==> config.mk <==
export PLATFORM = sky130hd
export DESIGN_NAME = thermistor_adc_to_temperature
export DESIGN_NICKNAME = d
export VERILOG_FILES = /design/src/rtl/core/thadc_pkg.sv /design/src/rtl/core/thermistor_adc_to_temperature.sv
export VERILOG_INCLUDE_DIRS = /design/src /design/src/rtl/core
export SDC_FILE = /design/constraint.sdc
export NUM_CORES = 1
export LEC_CHECK = 0
export BUFFER_PORTS_ARGS = -buffer_cell sky130_fd_sc_hd__buf_2
export CAP_MARGIN = 20
export CORE_MARGIN = 3
export CORE_UTILIZATION = 55
export CTS_CLUSTER_SIZE = 25
export DETAILED_ROUTE_END_ITERATION = 6
export GPL_TIMING_DRIVEN = 0
export MAX_ROUTING_LAYER = met4
export PLACE_DENSITY = 0.77
export RECOVER_POWER = 50
export SYNTH_ARGS = -nofsm -noshare
export SYNTH_HDL_FRONTEND = slang
export SYNTH_SLANG_ARGS = --single-unit
==> constraint.sdc <==
create_clock -name clk_i -period 12.58 [get_ports clk_i]
set_input_delay 0.629 -clock clk_i [delete_from_list [all_inputs] [get_ports clk_i]]
set_output_delay 0.629 -clock clk_i [all_outputs]
set_load 0.02 [all_outputs]
==> src/rtl/core/thermistor_adc_to_temperature_assert.svh <==
// ----------------------------------------------------------------------------
// thermistor_adc_to_temperature_assert
// Assertion helpers for the thermistor converter.
// ----------------------------------------------------------------------------
`ifndef THERMISTOR_ADC_TO_TEMPERATURE_ASSERT_SVH
`define THERMISTOR_ADC_TO_TEMPERATURE_ASSERT_SVH

// Implication checked in the same cycle, held off during reset.
`define THADC_ASSERT_IMPL(label, clk, rst_n, ante, cons) \
  label: assert property (@(posedge clk) disable iff (!rst_n) (ante) |-> (cons)) \
    else $error("thermistor converter: implication failed");

// Implication checked in the next cycle, held off during reset.
`define THADC_ASSERT_NEXT(label, clk, rst_n, ante, cons) \
  label: assert property (@(posedge clk) disable iff (!rst_n) (ante) |=> (cons)) \
    else $error("thermistor converter: next-cycle implication failed");

`endif

==> src/rtl/core/thadc_pkg.sv <==
// ----------------------------------------------------------------------------
// thadc_pkg
// Constants and voltage tables for the thermistor ADC to temperature block.
// ----------------------------------------------------------------------------
package thadc_pkg;

  localparam int TABLE_POINTS = 23;
  localparam int VOLT_W       = 11;                        // table points in mV
  localparam int DIFF_W       = 8;                         // largest gap is 114 mV
  localparam int OFF5_W       = DIFF_W + 3;                // 5 * offset
  localparam int TEMP_W       = 7;
  localparam int IDX_W        = $clog2(TABLE_POINTS + 1);  // includes "no hit"
  localparam int PT_W         = $clog2(TABLE_POINTS);
  localparam int Q_W          = 3;                         // step 0..4

  localparam int SCALE_Q13    = 6001;                      // 3000/4095 in Q13
  localparam int SCALE_W      = 13;
  localparam int SCALE_SHIFT  = 13;
  localparam int STEP_DEG     = 5;
  localparam int FIRST_DEG    = -55;

  localparam logic [VOLT_W-1:0] VOLT_TAB [0:1][0:TABLE_POINTS-1] = '{
    '{11'd1291, 11'd1276, 11'd1257, 11'd1233, 11'd1203, 11'd1167, 11'd1123,
      11'd1073, 11'd1016, 11'd952,  11'd884,  11'd813,  11'd741,  11'd668,
      11'd598,  11'd531,  11'd470,  11'd415,  11'd363,  11'd316,  11'd276,
      11'd241,  11'd209},
    '{11'd1810, 11'd1782, 11'd1745, 11'd1698, 11'd1640, 11'd1570, 11'd1488,
      11'd1395, 11'd1293, 11'd1184, 11'd1071, 11'd957,  11'd847,  11'd743,
      11'd647,  11'd559,  11'd482,  11'd413,  11'd354,  11'd303,  11'd259,
      11'd221,  11'd189}
  };

endpackage

==> src/rtl/core/thermistor_adc_to_temperature.sv <==
// ----------------------------------------------------------------------------
// thermistor_adc_to_temperature
// NTC thermistor converter: ADC code to whole degrees C by piecewise-linear
// lookup in one of two voltage tables.
// ----------------------------------------------------------------------------
// Usage:
//   Input: a word (adc_sample_i) is taken at each clock edge where start_i is
//   high and busy_o is low. busy_o stays low: a new word may enter every
//   cycle, so the throughput is one word per cycle.
//   Output: done_o is high for one cycle with temperature_c_o, and results
//   leave in input order, one per word.
//   Pipeline: scale multiply, table compare and priority encode, offset and
//   gap fetch, then a four-way compare that yields the step and the result.
//   These four register stages make up the whole pipeline.
//   Configuration: cfg_we_i writes cfg_wdata_i into the model select; write
//   it only while no word is in flight.
//   Reset: clears the pipeline valid bits and selects the first model.
//   The receiver cannot stall; every result is shown exactly once.
// ----------------------------------------------------------------------------
`include "thermistor_adc_to_temperature_assert.svh"

module thermistor_adc_to_temperature
  import thadc_pkg::*;
#(
  parameter int ADC_BITS = 12
) (
  input  logic                     clk_i,
  input  logic                     rst_ni,
  input  logic                     start_i,
  output logic                     busy_o,
  input  logic [ADC_BITS-1:0]      adc_sample_i,
  input  logic                     cfg_we_i,
  input  logic                     cfg_wdata_i,
  output logic                     done_o,
  output logic signed [TEMP_W-1:0] temperature_c_o
);

  localparam int PROD_W = ADC_BITS + SCALE_W;
  localparam int CMP_W  = (ADC_BITS > VOLT_W) ? ADC_BITS : VOLT_W;

  logic sensor_model_q;

  logic                     v1_q, v2_q, v3_q, v4_q;
  logic [ADC_BITS-1:0]      mv1_q, mv1_d, mv2_q;
  logic [IDX_W-1:0]         idx2_q, idx2_d;
  logic [OFF5_W-1:0]        off5_q, off5_d;
  logic [DIFF_W-1:0]        diff_q, diff_d;
  logic                     interp_q, interp_d;
  logic signed [TEMP_W-1:0] base_q, base_d;
  logic signed [TEMP_W-1:0] temp_q, temp_d;

  logic [PROD_W-1:0]        prod;
  logic [TABLE_POINTS-1:0]  ge;
  logic                     at_top, no_hit;
  logic [PT_W-1:0]          pt_idx, prev_idx;
  logic [VOLT_W-1:0]        v_lo, v_hi;
  logic [CMP_W-1:0]         off_full;
  logic [VOLT_W-1:0]        diff_full;
  logic [OFF5_W-1:0]        d1, d2, d3, d4;
  logic [Q_W-1:0]           step;

  assign busy_o = 1'b0;

  always_ff @(posedge clk_i or negedge rst_ni) begin
    if (!rst_ni) begin
      sensor_model_q <= 1'b0;
    end else if (cfg_we_i) begin
      sensor_model_q <= cfg_wdata_i;
    end
  end

  // valid bits
  always_ff @(posedge clk_i or negedge rst_ni) begin
    if (!rst_ni) begin
      v1_q <= 1'b0;
      v2_q <= 1'b0;
      v3_q <= 1'b0;
      v4_q <= 1'b0;
    end else begin
      v1_q <= start_i && !busy_o;
      v2_q <= v1_q;
      v3_q <= v2_q;
      v4_q <= v3_q;
    end
  end

  // stage 1: millivolts = floor(6001 * adc / 8192)
  always_comb begin
    prod  = PROD_W'(adc_sample_i) * PROD_W'(SCALE_Q13);
    mv1_d = prod[PROD_W-1:SCALE_SHIFT];
  end

  // stage 2: first point the voltage is at or above
  always_comb begin
    for (int i = 0; i < TABLE_POINTS; i++) begin
      ge[i] = CMP_W'(mv1_q) >= CMP_W'(VOLT_TAB[sensor_model_q][i]);
    end
    idx2_d = IDX_W'(TABLE_POINTS);
    for (int i = TABLE_POINTS - 1; i >= 0; i--) begin
      if (ge[i]) begin
        idx2_d = IDX_W'(i);
      end
    end
  end

  // stage 3: offset above the point and gap to the previous one
  always_comb begin
    at_top    = (idx2_q == '0);
    no_hit    = (idx2_q == IDX_W'(TABLE_POINTS));
    interp_d  = !at_top && !no_hit;
    pt_idx    = no_hit ? PT_W'(TABLE_POINTS - 1) : idx2_q[PT_W-1:0];
    prev_idx  = at_top ? '0 : pt_idx - PT_W'(1);
    v_lo      = VOLT_TAB[sensor_model_q][pt_idx];
    v_hi      = VOLT_TAB[sensor_model_q][prev_idx];
    off_full  = CMP_W'(mv2_q) - CMP_W'(v_lo);
    diff_full = v_hi - v_lo;
    diff_d    = diff_full[DIFF_W-1:0];
    off5_d    = {1'b0, off_full[DIFF_W-1:0], 2'b00} + OFF5_W'(off_full[DIFF_W-1:0]);
    base_d    = TEMP_W'(FIRST_DEG + STEP_DEG * int'(pt_idx));
  end

  // stage 4: step = floor(5*off / gap), at most four
  always_comb begin
    d1     = OFF5_W'(diff_q);
    d2     = {d1[OFF5_W-2:0], 1'b0};
    d3     = d1 + d2;
    d4     = {d1[OFF5_W-3:0], 2'b00};
    step   = Q_W'(off5_q >= d1) + Q_W'(off5_q >= d2)
           + Q_W'(off5_q >= d3) + Q_W'(off5_q >= d4);
    temp_d = interp_q ? base_q - TEMP_W'(step) : base_q;
  end

  always_ff @(posedge clk_i) begin
    mv1_q    <= mv1_d;
    mv2_q    <= mv1_q;
    idx2_q   <= idx2_d;
    off5_q   <= off5_d;
    diff_q   <= diff_d;
    interp_q <= interp_d;
    base_q   <= base_d;
    temp_q   <= temp_d;
  end

  assign done_o          = v4_q;
  assign temperature_c_o = temp_q;

  `THADC_ASSERT_IMPL(a_latency, clk_i, rst_ni, v1_q, ##3 done_o)
  `THADC_ASSERT_IMPL(a_range, clk_i, rst_ni, done_o,
                     $signed(temperature_c_o) >= -55 && $signed(temperature_c_o) <= 55)
  `THADC_ASSERT_IMPL(a_off_gap, clk_i, rst_ni, v3_q && interp_q,
                     off5_q < (OFF5_W'(diff_q) << 2) + OFF5_W'(diff_q))
  `THADC_ASSERT_NEXT(a_no_extra, clk_i, rst_ni, !v3_q, !done_o)

endmodule
# Yosys cells after proc, flatten, opt, wreduce, memory -nomap -nowiden
# Index checks and enable logic that the tools add are counted.
# word_totals
register_bits,64
output_inout_bits,9
wordCells,105
# op_classes
addsub,10
n_mul,2
magnitude_cmp,30
eq_ne,1
n_mux,34
n_bitwise,3
n_reduce_logical,8
# ops
operator,n
253-bit 2-to-1 mux,2
12-bit by 11-bit greater-or-equal comparator with 1-bit output,23
252-bit 2-to-1 mux,1
11-bit binary-select mux with 5-bit select,2
4-bit 2-to-1 mux,8
8-bit 2-to-1 mux,4
12-bit by 13-bit multiplier with 25-bit output (second input constant),1
5-bit 2-to-1 mux,5
11-bit by 10-bit greater-or-equal comparator with 1-bit output,2
16-bit OR reduction,1
8-bit subtractor,2
3-bit 2-to-1 mux,5
6-bit greater-or-equal comparator (second input constant),2
5-bit inverter with 6-bit output,2
10-bit by 8-bit adder with 11-bit output,1
11-bit by 8-bit greater-or-equal comparator with 1-bit output,1
11-bit by 9-bit greater-or-equal comparator with 1-bit output,1
8-bit by 9-bit adder with 10-bit output,1
2-bit 2-to-1 mux,4
8-bit OR reduction,1
7-bit adder (first input constant),1
3-bit by 5-bit multiplier with 7-bit output (first input constant),1
7-bit 2-to-1 mux,1
7-bit by 3-bit subtractor with 7-bit output,1
other kinds (13),15

# Longest topological paths before layout
# Gate-level depths: netlist of run 1.
# depth
depth_word,27
depth_mapped,26
ltp_nobuf,25

# Worst setup path before layout of run 1
# No wires, ideal clock.
# synth_path
path_kind,register to register
from,register diff_q[1]
to,"register temp_q[6], in the netlist temperature_c_o[6]"
t_arrival_ps,4804
path_slack_ps,7705
stages_incl_launch_ff,24
n_path_buf,0
period_less_slack_ps,4875
path_cell_list,dfxtp_1 ha_1 a21o_1 a21oi_1 o21bai_1 a21oi_1 nor2b_1 nor2_1 o21bai_1 xnor2_1 ha_1 a21o_1 a211oi_1 o21ai_0 fa_1 fa_1 fa_1 inv_1 ha_1 nor2_1 fa_1 nand4b_1 nor3_1 xor2_1
# synth_via
elab_chain_len,6
# synth_lines
element,line,source
from (decl),thermistor_adc_to_temperature.sv:47,"logic [DIFF_W-1:0] diff_q, diff_d;"
from (signal assigned),thermistor_adc_to_temperature.sv:138,diff_q <= diff_d;
"8-bit by 9-bit adder with 10-bit output, or another cell as far along",thermistor_adc_to_temperature.sv:126,d3 = d1 + d2;
11-bit by 10-bit greater-or-equal comparator with 1-bit output or 1-bit by 1-bit adder with 2-bit output (tied branches),"thermistor_adc_to_temperature.sv:129, thermistor_adc_to_temperature.sv:128",
2-bit by 1-bit adder with 3-bit output,thermistor_adc_to_temperature.sv:129,+ Q_W'(off5_q >= d3) + Q_W'(off5_q >= d4);
3-bit by 1-bit adder with 3-bit output (*),thermistor_adc_to_temperature.sv:129,
7-bit by 3-bit subtractor with 7-bit output (*),thermistor_adc_to_temperature.sv:130,temp_d = interp_q ? base_q - TEMP_W'(step) : base_q;
7-bit 2-to-1 mux (*),thermistor_adc_to_temperature.sv:130,
net temp_d[6],thermistor_adc_to_temperature.sv:50,"logic signed [TEMP_W-1:0] temp_q, temp_d;"
to (signal assigned),thermistor_adc_to_temperature.sv:141,temp_q <= temp_d;
to (decl),thermistor_adc_to_temperature.sv:50,
# The timed path passes the listed nets; every way through them passes the cells marked *.
# A chain may end at the register's enable or synchronous reset.

# Final worst setup path of run 1
# layout_path
from,register sensor_model_q
to,register off5_q[9]
# layout_via
elab_chain_len,9
# layout_lines
element,line,source
from (decl),thermistor_adc_to_temperature.sv:41,logic sensor_model_q;
from (signal assigned),thermistor_adc_to_temperature.sv:68,sensor_model_q <= cfg_wdata_i;
1-bit inverter with 2-bit output (not written as such),thermistor_adc_to_temperature.sv:113,v_lo = VOLT_TAB[sensor_model_q][pt_idx];
252-bit 2-to-1 mux (not written as such),thermistor_adc_to_temperature.sv:113,
253-bit 2-to-1 mux (2 in a row),n/a,
11-bit binary-select mux with 5-bit select,thermistor_adc_to_temperature.sv:113,
8-bit 2-to-1 mux (not written as such) (2 in a row),thermistor_adc_to_temperature.sv:113,
8-bit subtractor,thermistor_adc_to_temperature.sv:115,off_full = CMP_W'(mv2_q) - CMP_W'(v_lo);
10-bit by 8-bit adder with 11-bit output,thermistor_adc_to_temperature.sv:118,"off5_d = {1'b0, off_full[DIFF_W-1:0], 2'b00} + OFF5_W'(off_full[DIFF_W-1:0]);"
net off5_d[9],thermistor_adc_to_temperature.sv:46,"logic [OFF5_W-1:0] off5_q, off5_d;"
to (signal assigned),thermistor_adc_to_temperature.sv:137,off5_q <= off5_d;
to (decl),thermistor_adc_to_temperature.sv:46,
# The timed path passes the listed nets, and every way through them passes these cells. The select of a mux whose other input is x is not followed.

==> summary.md, run 1 <==
| Metric | Value |
|---|---|
| Post-synthesis cell count | `between 1,000 and 1,500` |
| Number of rows created at floorplan | `47` |
| Synth Area per Inst | `roughly 8.4 um^2` |
| RePlAce Congestion | `approximately 1.0` |
| Vias per std cell | `5.89` |
| Critical path start-end classification | `register to register` |
| Clock transition at the registers of the reported paths | `0.05 ns` |
| Hold Slack | `between 0.1 and 0.15 ns` |
| TritonCTS buffer count | `9` |
| Total of max-cap violations | `0` |
| Total inserted antenna cells | `0` |
| Final-report hold violation count | `0` |
| Run status | `finished with violations` |
| Number of levels the H-tree was split into | `3` |
| Count of synthesis-stage warnings from yosys | `0` |
| Share of the clock period used by the worst path | `47.1%` |
| Root Buffer | `sky130_fd_sc_hd__clkbuf_16` |
| Endpoint type of the worst setup path | `register` |
| Final setup violating endpoints | `0` |
| Boundary pin count | `26` |
| Flip-flop cell with the highest count after synthesis | `sky130_fd_sc_hd__dfxtp_1` |
| 1st-iter DRT viols | `between 600 and 700` |
| Worst path arrival time | `between 6 and 7 ns` |
| Post-detailed-placement half-perimeter wirelength | `about 17 mm` |
| Unrepaired setup endpoints after global routing | `false` |
| Critical Path RT | `approximately 13 ns` |
| Via count | `8,081` |
| DR pass1 iterations | `7` |
| Most frequent standard cell in the layout excluding fill and tap cells | `sky130_fd_sc_hd__ha_1` |
| Post-synth EDFFs | `0` |
| Number of sinks on the clock net | `64` |
| Mapped cell area | `roughly 0.0094 mm^2` |
| Routed Antenna Nets | `0` |
| Net count after synthesis | `between 1,000 and 1,500` |
| Post-DR wirelength/cell | `15.9 um` |
| Fraction of synthesized cell area taken by the top area cell type | `24.4%` |
| Number of synthesized register bits | `64` |
| Startpoint types | `register` |
| Wire length after detailed routing | `between 20 and 25 mm` |
| Worst-Skew Late Latency | `0.34 ns` |
| Maximum number of pins on one net before global-route repair | `26` |
| Worst Skew | `0.00655 ns` |
| Total Die Area | `~0.019 mm^2` |
| Worst slew margin relative to its limit | `30.0%` |
| Highest Clock Rate | `0.169 GHz` |
| TritonCTS clock tree | `yes` |
| Residual DRC | `1` |
| Sequential-to-total area share from yosys stat | `between 10% and 20%` |
| Net count reported at finish | `around 1,400` |
| Measured slew at the worst slew-check pin | `about 1.0 ns` |
| Synth-to-layout area growth | `7.72%` |
| HP Class | `input pin to async pin` |
| Final Slew Violations | `0` |
| Effective utilization at floorplan | `about 56%` |
| Crit Path Max Fanout | `25` |
| Initial antenna violation count | `0` |
| GRT Util Overall | `around 24%` |
| Most frequent cells in the layout | `sky130_fd_sc_hd__ha_1 (182), sky130_fd_sc_hd__inv_1 (151), sky130_fd_sc_hd__a21oi_1 (84), sky130_fd_sc_hd__nand2_1 (72), sky130_fd_sc_hd__o21ai_0 (69)` |
| Shortest clock period the worst path allows after layout | `just under 6 ns` |
| Die height | `approximately 140 um` |
| Number of unique standard cell types used by synthesis | `91` |
| Synth area leaders | `sky130_fd_sc_hd__ha_1 (24%), sky130_fd_sc_hd__fa_1 (13%), sky130_fd_sc_hd__dfxtp_1 (13%), sky130_fd_sc_hd__inv_1 (6.0%), sky130_fd_sc_hd__a21oi_1 (4.5%)` |
| Vias in the first global route | `~7,700` |
| Number of resized instances in the post-cts repair step | `0` |
| Cell type with the largest total area after synthesis | `sky130_fd_sc_hd__ha_1` |
| Layout cell share with drive strength beyond 1 | `around 6.5%` |
| FFs w/ async S/R, synth | `between 7 and 8%` |
| Std-Cell Core Area | `0.0166 mm^2` |
| Width of the die | `roughly 140 um` |
| Clock Tree Buf Depth | `2` |
| Setup Buffers After CTS | `0` |
| Failing checks | `design-rule violations` |
| Final global-route overflow total | `0` |
| Number of buffers inserted by port buffering | `24` |
| CTS Hold Bufs | `0` |
| Global-route wire length before repair | `roughly 36 mm` |
| Setup TNS | `0 ns` |
[synth_stat cells (all sizes together), types with 7 or more instances]
master  number
nand2b      10
o31ai        8
a31oi       21
o21a        13
nor3        13
nand3       16
a21o        32
fa          60
mux2i        7
inv        153
ha         182
dfxtp       59
xor2        15
clkbuf      21
o21ai       76
xnor2       34
a21oi       85
o211ai       9
nand2       73
a211oi      13
o22ai        7
nor2        64
nor2b       15
buf         21
[worst paths after layout]
path,from,to,slack (ns),depth (start not counted)
hold reg to reg,v1_q$_DFF_PN0_,v2_q$_DFF_PN0_,0.35,0
max in group asynchronous,rst_ni,done_o$_DFF_PN0_,12.25,1
setup reg to reg,sensor_model_q$_DFFE_PN0P_,off5_q[9]$_DFF_P_,6.65,19
setup / recovery,sensor_model_q$_DFFE_PN0P_,off5_q[9]$_DFF_P_,6.65,19
hold / removal,rst_ni,v3_q$_DFF_PN0_,0.13,1
min in group clk_i,v1_q$_DFF_PN0_,v2_q$_DFF_PN0_,0.35,0
[critical path, cell delays in order (launching register included)]
cell                        delay [ns]
sky130_fd_sc_hd__dfrtp_1          0.88
sky130_fd_sc_hd__clkbuf_1         0.35
sky130_fd_sc_hd__inv_1            0.55
sky130_fd_sc_hd__ha_1             0.54
sky130_fd_sc_hd__nand2_1          0.17
sky130_fd_sc_hd__nand2_1          0.09
sky130_fd_sc_hd__a2111oi_0        0.58
sky130_fd_sc_hd__a21oi_1          0.19
sky130_fd_sc_hd__ha_1             0.38
sky130_fd_sc_hd__o21ai_0          0.12
sky130_fd_sc_hd__a21boi_0         0.27
sky130_fd_sc_hd__nor2_1           0.16
sky130_fd_sc_hd__ha_1             0.33
sky130_fd_sc_hd__a21o_1           0.18
sky130_fd_sc_hd__a21oi_1          0.22
sky130_fd_sc_hd__o21ai_0          0.12
sky130_fd_sc_hd__a21oi_1          0.25
sky130_fd_sc_hd__nor2b_1          0.09
sky130_fd_sc_hd__o21ai_0          0.23
sky130_fd_sc_hd__xnor2_1          0.14
[cell type report]
cell class,count,area [um^2]
Timing Repair Buffer,24,109
Clock buffer,10,239
Buffer,42,183
Sequential cell,64,1310
Clock inverter,6,115
Multi-Input combinational cell,851,7270
Fill cell,1480,6510
Tap cell,220,275
Inverter,154,578
[per-stage QoR]
step	utilization [%]	worst slack, ns	instance area, um^2	cells
6_report	60.7	6.65	10100	1371
5_1_grt	60.7	6.19	10100	1371
4_1_cts	60.9	6.87	10100	1371
3_5_place_dp	58.8	7.02	9750	1355
3_3_place_gp	58.8	7.07	9750	1355
2_1_floorplan	-	7.70	9350	1111
[metal layers]
metal / up-vias / global-route usage [%] / part of all wire, %
li1: 3945 / - / -
met1: 3764 / 32.5 / 45
met2: 311 / 38.3 / 45
met3: 61 / 3.59 / 6.1
met4: 0 / 8.51 / 3.2
met5: - / - / 0
[logic make-up after synthesis]
family / count (synthesis) / synth area share, %
AOI/OAI and AO/OA: 316 / 21.9
adders and majority gates: 242 / 37.2
and+or+nand+nor: 233 / 12.9
buffers and inverters: 196 / 8.17
DFF: 64 / 14.0
xor gates and xnor gates: 49 / 4.67
muxes: 10 / 1.23
other: 1 / 0.0401
[sequential cells by signal, indices dropped and copies added (netlist names)]
| signal | count |
|---|---|
| sensor_model_q | 1 |
| idx2_q | 5 |
| diff_q | 8 |
| interp_q | 1 |
| v1_q | 1 |
| mv2_q | 8 |
| v2_q | 1 |
| mv1_q | 12 |
| temperature_c_o | 7 |
| v3_q | 1 |
| off5_q | 11 |
| done_o | 1 |
| base_q | 7 |
Power of run 1 is not shown: default switching activity piles up to over one toggle a cycle in this logic, so the estimate is an artifact.
==> run 2: changes to the inputs <==
--- a/config.mk
+++ b/config.mk
@@ -14,7 +14,7 @@
 export DETAILED_ROUTE_END_ITERATION = 6
 export GPL_TIMING_DRIVEN = 0
 export MAX_ROUTING_LAYER = met4
-export PLACE_DENSITY = 0.77
+export PLACE_DENSITY = 0.79
 export RECOVER_POWER = 50
 export SYNTH_ARGS = -nofsm -noshare
 export SYNTH_HDL_FRONTEND = slang
==> constraint.sdc (replaced) <==
create_clock -name clk_i -period 5.2 [get_ports clk_i]
set_input_delay 0.26 -clock clk_i [delete_from_list [all_inputs] [get_ports clk_i]]
set_output_delay 0.26 -clock clk_i [all_outputs]
set_load 0.02 [all_outputs]
==> summary.md, run 2 (same netlist as run 1, synthesis figures left out) <==
| Metric | Value |
|---|---|
| HP Class | `input pin to register` |
| Startpoint types | `register` |
| Worst Skew | `between 0.01 and 0.015 ns` |
| Synth-to-layout area growth | `8.52%` |
| Post-DR wirelength/cell | `approximately 16 um` |
| Shortest clock period the worst path allows after layout | `5.13 ns` |
| TritonCTS buffer count | `9` |
| 1st-iter DRT viols | `about 650` |
| Largest registers in the final layout | `mv1_q (12), off5_q (11)` |
| Number of levels the H-tree was split into | `3` |
| Vias per std cell | `about 6` |
| Clock transition at the registers of the reported paths | `0.06 ns` |
| Worst-Skew Late Latency | `roughly 0.34 ns` |
| Vias in the first global route | `between 7,000 and 8,000` |
| Final-report hold violation count | `0` |
| Root Buffer | `sky130_fd_sc_hd__clkbuf_16` |
| Initial antenna violation count | `0` |
| Width of the die | `between 100 and 150 um` |
| Post-detailed-placement half-perimeter wirelength | `~17 mm` |
| Effective utilization at floorplan | `56.4%` |
| Total Die Area | `around 0.019 mm^2` |
| Global-route wire length before repair | `between 30 and 40 mm` |
| Number of flip-flops in the largest register | `12` |
| TritonCTS clock tree | `yes` |
| GRT Util Overall | `roughly 25%` |
| Total area of multi-input combinational cells | `between 0.007 and 0.008 mm^2` |
| Final Slew Violations | `0` |
| Wire length after detailed routing | `22.3 mm` |
| Total of max-cap violations | `0` |
| Maximum number of pins on one net before global-route repair | `19` |
| Critical path start-end classification | `register to register` |
| RePlAce Congestion | `a little under 1` |
| Final setup violating endpoints | `0` |
| R2r setup slk | `approximately 0.073 ns` |
| DR pass1 iterations | `6` |
| Most frequent cells in the layout | `sky130_fd_sc_hd__ha_1 (177), sky130_fd_sc_hd__inv_1 (148), sky130_fd_sc_hd__a21oi_1 (82), sky130_fd_sc_hd__nand2_1 (72), sky130_fd_sc_hd__o21ai_0 (67)` |
| Net count reported at finish | `1,411` |
| Measured slew at the worst slew-check pin | `around 0.8 ns` |
| Worst slew margin relative to its limit | `around 46%` |
| Share of the clock period used by the worst path | `98.6%` |
| Residual DRC | `0` |
| Boundary pin count | `26` |
| Flip-flop and latch area | `about 0.0013 mm^2` |
| Number of rows created at floorplan | `47` |
| Final global-route overflow total | `0` |
| Worst path arrival time | `between 5 and 6 ns` |
| Placed inst area | `between 0.009 and 0.01 mm^2` |
| Most frequent standard cell in the layout excluding fill and tap cells | `sky130_fd_sc_hd__ha_1` |
| Run status | `complete, no violations` |
| Layout cell share with drive strength beyond 1 | `9.16%` |
| Number of buffers inserted by port buffering | `24` |
| Die height | `approximately 140 um` |
| Routed Antenna Nets | `0` |
| Most flops, register | `mv1_q` |
| Critical Path RT | `~5.4 ns` |
| Area of all placed cells without fillers | `roughly 0.010 mm^2` |
| Crit Path Max Fanout | `3` |
| Number of sinks on the clock net | `64` |
| Fillers | `~1,400` |
| Std-Cell Core Area | `~0.017 mm^2` |
| Via count | `roughly 8,200` |
| Endpoint type of the worst setup path | `register` |
| Highest Clock Rate | `between 0.15 and 0.2 GHz` |
| Unrepaired setup endpoints after global routing | `true` |
| Clock Tree Buf Depth | `2` |
[run 2: cell types whose count changed in the layout (fill, tap and decap cells not counted), sizes merged, moves of 2 or more]
cell      before  now
buf           32   40
bufinv         3    0
clkinvlp       1    3
inv          154  152
[run 2: layout make-up]
type / instances / share of cell area, %
sequential: 64 / 13.0
timing repair inverter: 1 / 0.0493
tap: 220 / 2.71
inverter: 154 / 5.73
buffer: 41 / 1.81
clock inverter: 3 / 0.173
clock buffer: 13 / 2.47
timing repair buffer: 30 / 1.54
antenna: 1 / 0.0247
multi-input combinational: 851 / 72.5
[run 2: critical path, cell delays in order (launching register included)]
cell	delay (ns)
sky130_fd_sc_hd__dfxtp_2	0.37
sky130_fd_sc_hd__ha_4	0.21
sky130_fd_sc_hd__a21o_1	0.19
sky130_fd_sc_hd__a21oi_2	0.14
sky130_fd_sc_hd__o21bai_1	0.11
sky130_fd_sc_hd__a21oi_2	0.17
sky130_fd_sc_hd__nor2b_1	0.07
sky130_fd_sc_hd__nor2_1	0.09
sky130_fd_sc_hd__o21bai_1	0.10
sky130_fd_sc_hd__xnor2_1	0.14
sky130_fd_sc_hd__ha_1	0.31
sky130_fd_sc_hd__a21o_1	0.19
sky130_fd_sc_hd__a211oi_2	0.16
sky130_fd_sc_hd__o21ai_1	0.10
sky130_fd_sc_hd__fa_1	0.47
sky130_fd_sc_hd__fa_1	0.53
sky130_fd_sc_hd__fa_1	0.63
sky130_fd_sc_hd__ha_2	0.23
sky130_fd_sc_hd__nor2_4	0.05
sky130_fd_sc_hd__fa_2	0.37
sky130_fd_sc_hd__nand4b_1	0.16
sky130_fd_sc_hd__nor3_2	0.07
sky130_fd_sc_hd__xor2_1	0.16
[run 2: path summary, 6_finish.rpt]
check	startpoint	endpoint	cells after the start
max in group asynchronous	rst_ni	sensor_model_q$_DFFE_PN0P_	2
worst max-delay path	diff_q[2]$_DFF_P_	temperature_c_o[6]$_DFF_P_	22
worst min-delay path	start_i	v1_q$_DFF_PN0_	1
min in group asynchronous	rst_ni	v3_q$_DFF_PN0_	2
worst max register to register	diff_q[2]$_DFF_P_	temperature_c_o[6]$_DFF_P_	22
worst min register to register	mv1_q[0]$_DFF_P_	mv2_q[0]$_DFF_P_	0
[run 2: per-layer routing]
layer	up-vias	global-route usage (%)	wire length, um
met5	-	-	0
met4	0	9.24	645
met3	52	4.03	1580
met2	346	38.9	10300
met1	3793	32.5	9870
li1	3962	-	-
[run 2: timing repair]
item | CTS | global route
hold buffers | 1 | 0
endpoints found under the setup margin | 6 | 11
endpoints found under the hold margin | 5 | 0
buffers inserted | 0 | 5
pin swaps | 0 | 19
resized for setup | 4 | 28
cloned | 1 | 0
[run 2: stage by stage]
step	std cells	worst slack (ns)	setup TNS [ns]	util [%]	hold slack [ns]
3_3_place_gp	1355	-0.333	-1.09	58.8	0.0759
3_5_place_dp	1355	-0.398	-1.35	58.8	0.0779
4_1_cts	1373	0.0158	0	60.6	0.0100
5_1_grt	1377	-0.182	-0.606	61.2	0.0118
2_1_floorplan	1111	0.325	0	-	-0.0356
6_report	1378	0.0735	0	61.2	0.0184
Power of run 2 is left out for the same reason.
